**src/rtl/nbrq_pkg.sv**
```systemverilog
// ----------------------------------------------------------------------------
// nbrq_pkg
// Word types and constants shared by the null bitmap rank query block and its
// checker.
// ----------------------------------------------------------------------------
package nbrq_pkg;

    localparam int COUNT_W    = 11;  // element_count register width
    localparam int POS_W      = 10;
    localparam int BIDX_W     = 7;
    localparam int BYTE_W     = 8;
    localparam int RANK_W     = 10;
    localparam int SCAN_W     = 9;   // byte counter, covers up to 256 bytes

    localparam logic             CMD_LOAD  = 1'b0;
    localparam logic             CMD_QUERY = 1'b1;
    localparam logic [RANK_W-1:0] RANK_MAX = 10'd1023;

    typedef struct packed {
        logic              cmd;
        logic [BIDX_W-1:0] byte_index;
        logic [BYTE_W-1:0] byte_value;
        logic [POS_W-1:0]  position;
    } t_in_word;

    typedef struct packed {
        logic              is_null;
        logic [RANK_W-1:0] nulls_before;
        logic              any_null;
        logic              out_of_range;
    } t_out_word;

endpackage

```
**src/rtl/null_bitmap_rank_query.sv**
```systemverilog
// Load word: written to the bitmap memory at the accepting edge if byte_index
// is below its depth. Query word: scanned over ceil(count/8) bytes, where count
// is the clamped element_count, then held in a done state until the result
// register is free; out of range skips the scan. The input stalls from a query
// until its result is written; while idle it takes a load word every cycle.
// Reset clears control state and element_count; bitmap contents are not reset.
// ----------------------------------------------------------------------------
// null_bitmap_rank_query
// Null bitmap store with per-element null test, rank count and any-null flag,
// computed by a byte-serial scan of a synchronous bitmap memory.
// ----------------------------------------------------------------------------
module null_bitmap_rank_query #(
    parameter int MAX_ELEMENTS = 1024
) (
    input  logic                         i_clk,
    input  logic                         i_rst_n,
    input  logic                         i_in_valid,
    output logic                         o_in_stall,
    input  nbrq_pkg::t_in_word           i_in_word,
    output logic                         o_out_valid,
    input  logic                         i_out_stall,
    output nbrq_pkg::t_out_word          o_out_word,
    input  logic                         i_cfg_valid,
    output logic                         o_cfg_ready,
    input  logic [nbrq_pkg::COUNT_W-1:0] i_cfg_data
);
    import nbrq_pkg::*;

    localparam int DEPTH = (MAX_ELEMENTS + 7) / 8;
    localparam int AW    = (DEPTH > 1) ? $clog2(DEPTH) : 1;

    typedef enum logic [1:0] {
        ST_IDLE,
        ST_SCAN,
        ST_DONE
    } t_state;

    logic [BYTE_W-1:0] mem [DEPTH];

    t_state             r_state, n_state;
    logic [COUNT_W-1:0] r_element_count;
    logic [COUNT_W-1:0] r_count, n_count;
    logic [POS_W-1:0]   r_pos, n_pos;
    logic [SCAN_W-1:0]  r_nb, n_nb;
    logic [SCAN_W-1:0]  r_k, n_k;
    logic               r_rd_valid;
    logic [SCAN_W-1:0]  r_rd_k;
    logic [BYTE_W-1:0]  r_rd_data;
    logic [COUNT_W-1:0] r_rank, n_rank;
    logic               r_any, n_any;
    logic               r_null, n_null;
    logic               r_oor, n_oor;
    logic               r_out_valid, n_out_valid;
    t_out_word          r_out_word, n_out_word;

    logic               w_in_acc;
    logic               w_wr_en;
    logic [AW-1:0]      w_wr_addr;
    logic               w_rd_en;
    logic [COUNT_W-1:0] w_count;
    logic [BYTE_W-1:0]  w_mask_cnt;
    logic [BYTE_W-1:0]  w_mask_pos;
    logic               w_last;
    logic               w_slot_free;

    function automatic logic [3:0] popcount8(input logic [BYTE_W-1:0] v);
        logic [3:0] s;
        s = '0;
        for (int b = 0; b < BYTE_W; b++) begin
            s = s + 4'(v[b]);
        end
        return s;
    endfunction

    // lowest l elements of a byte sit in its top l bits
    function automatic logic [BYTE_W-1:0] head_mask(input logic [2:0] l);
        return ~(8'hFF >> l);
    endfunction

    assign o_in_stall  = (r_state != ST_IDLE);
    assign o_cfg_ready = (r_state == ST_IDLE);
    assign o_out_valid = r_out_valid;
    assign o_out_word  = r_out_word;

    assign w_in_acc  = i_in_valid && !o_in_stall;
    assign w_wr_en   = w_in_acc && (i_in_word.cmd == CMD_LOAD)
                       && (int'(i_in_word.byte_index) < DEPTH);
    assign w_wr_addr = AW'(i_in_word.byte_index);
    assign w_rd_en   = (r_state == ST_SCAN) && (r_k < r_nb);
    assign w_count   = (int'(r_element_count) > MAX_ELEMENTS) ?
                       COUNT_W'(MAX_ELEMENTS) : r_element_count;
    assign w_last    = r_rd_valid && (r_rd_k == r_nb - SCAN_W'(1));
    assign w_slot_free = !r_out_valid || !i_out_stall;

    always_comb begin
        if (r_rd_k < {1'b0, r_count[COUNT_W-1:3]}) begin
            w_mask_cnt = 8'hFF;
        end else if (r_rd_k == {1'b0, r_count[COUNT_W-1:3]}) begin
            w_mask_cnt = head_mask(r_count[2:0]);
        end else begin
            w_mask_cnt = '0;
        end
        if (r_rd_k < {2'b0, r_pos[POS_W-1:3]}) begin
            w_mask_pos = 8'hFF;
        end else if (r_rd_k == {2'b0, r_pos[POS_W-1:3]}) begin
            w_mask_pos = head_mask(r_pos[2:0]);
        end else begin
            w_mask_pos = '0;
        end
    end

    always_comb begin
        n_state     = r_state;
        n_count     = r_count;
        n_pos       = r_pos;
        n_nb        = r_nb;
        n_k         = r_k;
        n_rank      = r_rank;
        n_any       = r_any;
        n_null      = r_null;
        n_oor       = r_oor;
        n_out_valid = r_out_valid && i_out_stall;
        n_out_word  = r_out_word;
        unique case (r_state)
            ST_IDLE: begin
                if (w_in_acc && (i_in_word.cmd == CMD_QUERY)) begin
                    n_count = w_count;
                    n_pos   = i_in_word.position;
                    n_nb    = SCAN_W'((12'(w_count) + 12'd7) >> 3);
                    n_k     = '0;
                    n_rank  = '0;
                    n_any   = 1'b0;
                    n_null  = 1'b0;
                    n_oor   = ({1'b0, i_in_word.position} >= w_count);
                    n_state = n_oor ? ST_DONE : ST_SCAN;
                end
            end
            ST_SCAN: begin
                if (w_rd_en) begin
                    n_k = r_k + SCAN_W'(1);
                end
                if (r_rd_valid) begin
                    n_rank = r_rank + COUNT_W'(popcount8(r_rd_data & w_mask_pos));
                    n_any  = r_any || ((r_rd_data & w_mask_cnt) != '0);
                    if (r_rd_k == {2'b0, r_pos[POS_W-1:3]}) begin
                        n_null = r_rd_data[3'd7 - r_pos[2:0]];
                    end
                end
                if (w_last) begin
                    n_state = ST_DONE;
                end
            end
            ST_DONE: begin
                if (w_slot_free) begin
                    n_out_valid             = 1'b1;
                    n_out_word.out_of_range = r_oor;
                    n_out_word.is_null      = !r_oor && r_null;
                    n_out_word.any_null     = !r_oor && r_any;
                    if (r_oor) begin
                        n_out_word.nulls_before = '0;
                    end else if (r_rank > COUNT_W'(RANK_MAX)) begin
                        n_out_word.nulls_before = RANK_MAX;
                    end else begin
                        n_out_word.nulls_before = r_rank[RANK_W-1:0];
                    end
                    n_state = ST_IDLE;
                end
            end
            default: n_state = ST_IDLE;
        endcase
    end

    always_ff @(posedge i_clk) begin
        if (!i_rst_n) begin
            r_state         <= ST_IDLE;
            r_element_count <= '0;
            r_rd_valid      <= 1'b0;
            r_out_valid     <= 1'b0;
        end else begin
            r_state     <= n_state;
            r_rd_valid  <= w_rd_en;
            r_out_valid <= n_out_valid;
            if (i_cfg_valid && o_cfg_ready) begin
                r_element_count <= i_cfg_data;
            end
        end
        r_count    <= n_count;
        r_pos      <= n_pos;
        r_nb       <= n_nb;
        r_k        <= n_k;
        r_rd_k     <= r_k;
        r_rank     <= n_rank;
        r_any      <= n_any;
        r_null     <= n_null;
        r_oor      <= n_oor;
        r_out_word <= n_out_word;
    end

    // bitmap memory, one write and one registered read per cycle
    always_ff @(posedge i_clk) begin
        if (w_wr_en) begin
            mem[w_wr_addr] <= i_in_word.byte_value;
        end
        if (w_rd_en) begin
            r_rd_data <= mem[AW'(r_k)];
        end
    end

endmodule

```
**config.mk**
```make
export PLATFORM = sky130hd
export DESIGN_NAME = null_bitmap_rank_query
export DESIGN_NICKNAME = d
export VERILOG_FILES = /design/src/rtl/nbrq_pkg.sv /design/src/rtl/null_bitmap_rank_query.sv
export SDC_FILE = /design/constraint.sdc
export NUM_CORES = 1
export LEC_CHECK = 0
export ABC_AREA = 1
export ABC_CLOCK_PERIOD_IN_PS = 5000
export BUFFER_PORTS_ARGS = -buffer_cell sky130_fd_sc_hd__buf_2
export CORE_MARGIN = 3
export CORE_UTILIZATION = 53
export DETAILED_ROUTE_END_ITERATION = 6
export HOLD_SLACK_MARGIN = 0.12
export PLACE_DENSITY_LB_ADDON = 0.3
export SLEW_MARGIN = 20
export SYNTH_ARGS = -nofsm -noshare
export SYNTH_HDL_FRONTEND = slang
export SYNTH_SLANG_ARGS = --single-unit
export TNS_END_PERCENT = 10
```
**constraint.sdc**
```tcl
create_clock -name i_clk -period 5 [get_ports i_clk]
set_input_delay 0 -clock i_clk [delete_from_list [all_inputs] [get_ports i_clk]]
set_output_delay 0 -clock i_clk [all_outputs]
set_load 0.005 [all_outputs]
```
# == After elaboration in Yosys (flattened, before gate mapping) ==
# Memory sizes are Yosys's and may differ from the RTL's. A register that Yosys moved wholly into a read port is not among the register bits.
# Index checks and enable logic that the tools add are counted.
# totals
register_bits,90
ramBits,1024
in_bits,42
output_inout_bits,16
elab_cells,109
n_memories,1
# mem_list
memory,words,word_bits,rd,rd_clocked_by_memory_dff,write_ports,line,rtl
mem,128,8,1,1,1,null_bitmap_rank_query.sv:38,logic [BYTE_W-1:0] mem [DEPTH];
# classes
add_sub_neg,12
order_cmp,7
n_eq_ne,11
n_shift,2
mux,29
bitwise,5
reduce_logical,25
# op_table
operator,n
$mux W11,3
$mux W8,4
$pmux W11 S2,1
$mux W9,2
$pmux W9 S2,1
$add A4 B1 Y4,4
$and A8 B8 Y8,2
$not A8 Y8,2
$shr A8 B3 Y8 const A,2
$add A11 B3 Y12 const B,1
$add A11 B4 Y11,1
$ge A10 B11 Y1,1
$gt A11 B10 Y1 const B,1
$gt A11 B11 Y1 const B,1
$mux W10,1
$add A9 B1 Y9 const B,1
$eq A9 B7 Y1,1
$eq A9 B8 Y1,1
$eq A9 B9 Y1,1
$logic_and A1 B1 Y1,9
$lt A9 B7 Y1,1
$lt A9 B8 Y1,1
$lt A9 B9 Y1,1
$mux W1,9
23 further kinds,39

# == Longest topological paths before layout ==
# logic_depth
ltp_word,15
depth_mapped,27
depth_no_buf,27

# == Worst setup path after synthesis ==
# No wires, ideal clock.
# synth_path
path_type,register to register
start,register r_pos[5]
end,"register r_rank[10], data pin"
setup_time_ps,270
arrival_ps,4426
t_required_ps,4730
setup_slack_ps,303
stages_incl_launch_ff,28
path_buffers,0
synth_period_minus_slack_ps,4697
cell_sequence,edfxtp_1 > inv_1 > ha_1 > nand2_1 > o21ai_0 > nand2_1 > o2111ai_1 > o21ai_1 > nand2_1 > a21oi_1 > fa_1 > inv_1 > fa_1 > inv_1 > fa_1 > inv_1 > fa_1 > inv_1 > fa_1 > nand2_1 > inv_1 > o21ai_0 > nand2_1 > nand3_1 > nor3_1 > nand2_1 > o21ai_0 > a21oi_1
# synth_between
elab_chain_len,14
elab_cells_between_ends,15
classes_between,add/sub (8); order compare (1); eq/ne (1); mux (4); bitwise (1)
# synth_lines
element,line,rtl
start: declaration,null_bitmap_rank_query.sv:43,"logic [POS_W-1:0] r_pos, n_pos;"
start signal: assignment,null_bitmap_rank_query.sv:188,r_pos <= n_pos;
branches (longest 2 deep; another with $lt A9 B7 Y1),-,
$mux W8 *,null_bitmap_rank_query.sv:103,"if (r_rd_k < {2'b0, r_pos[POS_W-1:3]}) begin"
$and A8 B8 Y8 *,null_bitmap_rank_query.sv:143,n_rank = r_rank + COUNT_W'(popcount8(r_rd_data & w_mask_pos));
$add A1 B1 Y2,null_bitmap_rank_query.sv:70,s = s + 4'(v[b]);
$add A2 B1 Y3,null_bitmap_rank_query.sv:70,
$add A3 B1 Y4,null_bitmap_rank_query.sv:70,
$add A4 B1 Y4 (3 in series),null_bitmap_rank_query.sv:70,
$add A4 B1 Y4 *,null_bitmap_rank_query.sv:70,
$add A11 B4 Y11 *,null_bitmap_rank_query.sv:143,
$mux W11 *,null_bitmap_rank_query.sv:142,if (r_rd_valid) begin
$pmux W11 S2 *,null_bitmap_rank_query.sv:124,unique case (r_state)
end signal: assignment,null_bitmap_rank_query.sv:192,r_rank <= n_rank;
end: declaration,null_bitmap_rank_query.sv:49,"logic [COUNT_W-1:0] r_rank, n_rank;"
# Mark *: on every way between the ends. The select of a mux whose other input is x is not followed.
# A chain may end at the register's enable or synchronous reset.

# == Worst setup path after layout ==
# Ends and elaborated chain as after synthesis.

==> results by group <==
Status
  • Run status: finished clean

Detailed routing
  • Via count: 30.77k
  • Drt total wl: 116100 um
  • WL/cell: 22.24 um
  • DR vias/cell: 5.897
  • Antenna viol nets, final: 0
  • DRC: 0
  • Drt pass-1 iters: 5
  • DRT iter0 DRCs: ~3.5k

Yosys
  • Xor and xnor area share after synthesis: 0.1507%
  • Cell count after synthesis: between 3k and 4k
  • Syn Nets: between 4k and 5k
  • Synth Area in Simple Gates: 13.08%
  • Sequential area share after synthesis: 71.97%
  • Netlist cell types: 36
  • Avg Cell Area, Syn: 11.86 um^2
  • YS warnings: 0
  • Synth Register Bits: 1122
  • Synth Area in Compound Gates: 9.914%
  • Main combinational cell family by area after synthesis: simple AND/OR/NAND/NOR gates
  • Mux share of post-synthesis cell area: 0%
  • Post-Syn Area: around 0.046 mm^2
  • Adder-Cell Fraction of Synth Area: 1.319%

Worst setup path
  • Register-to-Register Setup Slack: 260 ps
  • Worst setup path class: register to register
  • CP required: roughly 5400 ps
  • CP arrival: 5140 ps
  • Crit-path max FO: 4
  • Worst Setup End Kind: register
  • Depth of the worst register-to-register path: 26
  • Worst flop-to-flop path startpoint: r_pos[5]$_DFFE_PP_
  • CP startpoint kind: register
  • FF-to-FF End: r_rank[10]$_SDFFCE_PN0P_

Timing
  • Post-layout minimum cycle time: ~4700 ps
  • Slew Limit Fails: 0
  • Maximum clock frequency: 210.9 MHz
  • PnR worst setup slack: 257.5 ps
  • Worst Skew: 20.20 ps
  • Final Setup Violations: 0
  • Fin crit share: 94.85%
  • Final Hold Fails: 0
  • Least-Margin Pin Slew: approximately 1100 ps
  • Final setup TNS: 0 ps
  • Worst slew margin: a little over a quarter

Finish
  • Most frequent cells in the layout: edfxtp_1, nor2_1, nand2_1, o21ai_0, a21oi_1
  • Layout cells sized above 1: under 10%
  • Most common cell after layout, fill and taps aside: edfxtp_1
  • Final instance area: 0.05171 mm^2
  • Reg area: 0.03345 mm^2
  • FILL cells: 6657
  • NumNets Final: between 4k and 5k
  • Multi-input logic area: 0.01145 mm^2
  • Final Util: between 60% and 70%
  • Synthesis-to-layout area growth: 11.24%

Place
  • Port Buffer Count: 57
  • Final HPWL DP: ~65000 um
  • Final GP Congestion: about 0.85
  • DP Worst Slack: around 160 ps
  • Dpl cell area: 0.04767 mm^2

Floorplan
  • Die area: slightly above 0.09 mm^2
  • Core Area: around 0.086 mm^2
  • Die H: ~300 um
  • I/O Pins: just under 60
  • Chip width: 302.1 um
  • Initial Util: 53.99%
  • Row cnt: approximately 110

Global route
  • Layer with the highest usage: met2
  • Gr usage total: 25.46%
  • Met3 global-route usage: 4.206%
  • Vias in the first global route: 29.94k
  • Initial antenna violation count: 5
  • Total grt overflow: 0
  • Pin count of the biggest net entering global routing: 219
  • Met1 Track Usage GR: 35.12%
  • Met2 Track Usage GR: 41.16%
  • First-pass GRT wire length: 177700 um

Flow run
  • MaxCap Viol Count: 0

Worst hold path
  • Type of the most critical hold path: primary input to register
  • Worst Min Path Start: i_cfg_valid
  • WHS Path Cells: 5
  • Hold EP: r_element_count[1]$_SDFFE_PN0P_

Clock network
  • Worst-Skew Late Latency: 670 ps
  • Register clock-pin slew on the reported worst setup and hold paths: ~60 ps
  • Root Buffer: clkbuf_16
  • CTS Buffer Depth: 3
  • # clock sinks: 1122
  • CTS tree: yes
  • CTS Buf Count: between 100 and 150
  • H-tree levels: 3

Power and ir drop
  • Worst VDD drop: roughly 0.37 mV
  • Total Power: 0.02361 W
  • Leak: between 15 and 20 nW
  • Pwr dens: 456.6 mW/mm^2
==> final cells by class <==
type / count / area share [%]
repair buffers: 184 / 2.945
flip-flops and latches: 1122 / 64.70
inverters: 138 / 1.024
clock buffers: 139 / 5.510
well taps: 1144 / 2.768
multi-input cells: 2433 / 22.15
clock inverters: 53 / 0.8881
diodes: 5 / 0.02420
==> sequential cells by signal (all words and copies together) (netlist names), 8 cells and up <==
register         cells
mem               1024
r_rd_k               9
o_out_word          13
r_pos               10
r_count             11
r_k                  9
r_rank              11
r_element_count     11
r_rd_data            8
r_nb                 9
==> worst max-delay path by stage <==
stage | startpoint | end | slack [ps] | cells past startpoint
after global placement | r_pos[5]$_DFFE_PP_ | r_rank[10]$_SDFFCE_PN0P_ | 180 | 27
after CTS | r_pos[5]$_DFFE_PP_ | r_rank[10]$_SDFFCE_PN0P_ | 130 | 27
after floorplan | r_pos[5]$_DFFE_PP_ | r_rank[10]$_SDFFCE_PN0P_ | 300 | 27
after global routing | r_pos[9]$_DFFE_PP_ | r_rank[10]$_SDFFCE_PN0P_ | -5 | 26
after detailed placement | r_pos[9]$_DFFE_PP_ | r_rank[10]$_SDFFCE_PN0P_ | 160 | 27
final | r_pos[5]$_DFFE_PP_ | r_rank[10]$_SDFFCE_PN0P_ | 260 | 26
==> power by group <==
part           switching [W]  leakage, nW  internal [W]
clock                0.00340         1.62       0.00436
combinational        0.00356         5.91       0.00150
sequential          0.000193         10.1        0.0106
total                0.00716         17.6        0.0164
==> worst max-delay path, cell delays in order (launching register included) <==
cell	delay [ps]
edfxtp_1	330
inv_1	60
ha_4	260
nand2_1	70
o21ai_1	150
nand2_1	110
o2111ai_4	100
buf_6	150
a21oi_1	80
fa_1	500
inv_1	50
fa_1	480
inv_1	50
fa_1	470
inv_1	50
fa_1	360
inv_2	80
fa_2	200
nand2_1	60
inv_1	70
o21ai_0	70
nand2_1	140
nand3_2	110
nor3_2	200
nand2_1	100
o21ai_1	130
a21oi_1	80
==> cell usage after synthesis <==
cell	number	share of area, %
edfxtp_1	1098	71
nor4_1	4	0.054
o21ai_0	389	4.2
nand2b_1	1	0.013
fa_1	5	0.22
buf_2	49	0.53
nor2_1	775	6.3
a21oi_1	198	2.1
nand3b_1	3	0.048
buf_1	21	0.17
o21a_1	4	0.065
buf_12	1	0.043
nor4_2	1	0.027
a21o_1	1	0.016
o211ai_1	118	1.9
clkinv_1	2	0.016
conb_1	1	0.0081
buf_4	21	0.34
o2111ai_1	2	0.038
o22ai_1	64	0.86
xnor2_1	2	0.038
dfxtp_1	24	1.0
o21ai_1	62	0.67
inv_1	133	1.1
nor2_2	1	0.013
xor2_1	6	0.11
inv_2	3	0.024
nand4_1	13	0.17
clkbuf_1	117	0.94
a31oi_1	3	0.040
ha_1	41	1.1
nand3_1	145	1.6
nand2_1	545	4.4
buf_8	1	0.032
nor3_1	49	0.53
buf_6	16	0.39
==> stage by stage <==
step           hold slack [ps]  instances
4_1_cts                  121.9       5212
6_report                 149.9       5218
2_1_floorplan            98.87       3919
3_5_place_dp             222.2       4956
5_1_grt                  222.2       5213
3_3_place_gp             218.6       4956
==> cell families (layout without fill, tap and decap cells) <==
logic type,Yosys count,in the layout
AOI/OAI and AO/OA,841,841
xor gates and xnor gates,8,8
adders and majority gates,46,46
buffers and inverters,364,514
DFF,1122,1122
other,1,6
and+or+nand+nor,1537,1537
==> per-layer routing <==
layer / vias to the layer above / part of all wire (%)
li1: 14120 / -
met1: 14960 / 40
met2: 1423 / 48
met5: - / 0.022
met4: 4 / 3.5
met3: 259 / 8.5
==> repair_timing <==
action | CTS | global route
hold endpoints to repair | 624 | 0
buffers inserted | 0 | 1
hold buffers | 64 | 0
endpoints found under the setup margin | 0 | 4
resized for setup | 0 | 15
Power figures use the tool's default switching activity.
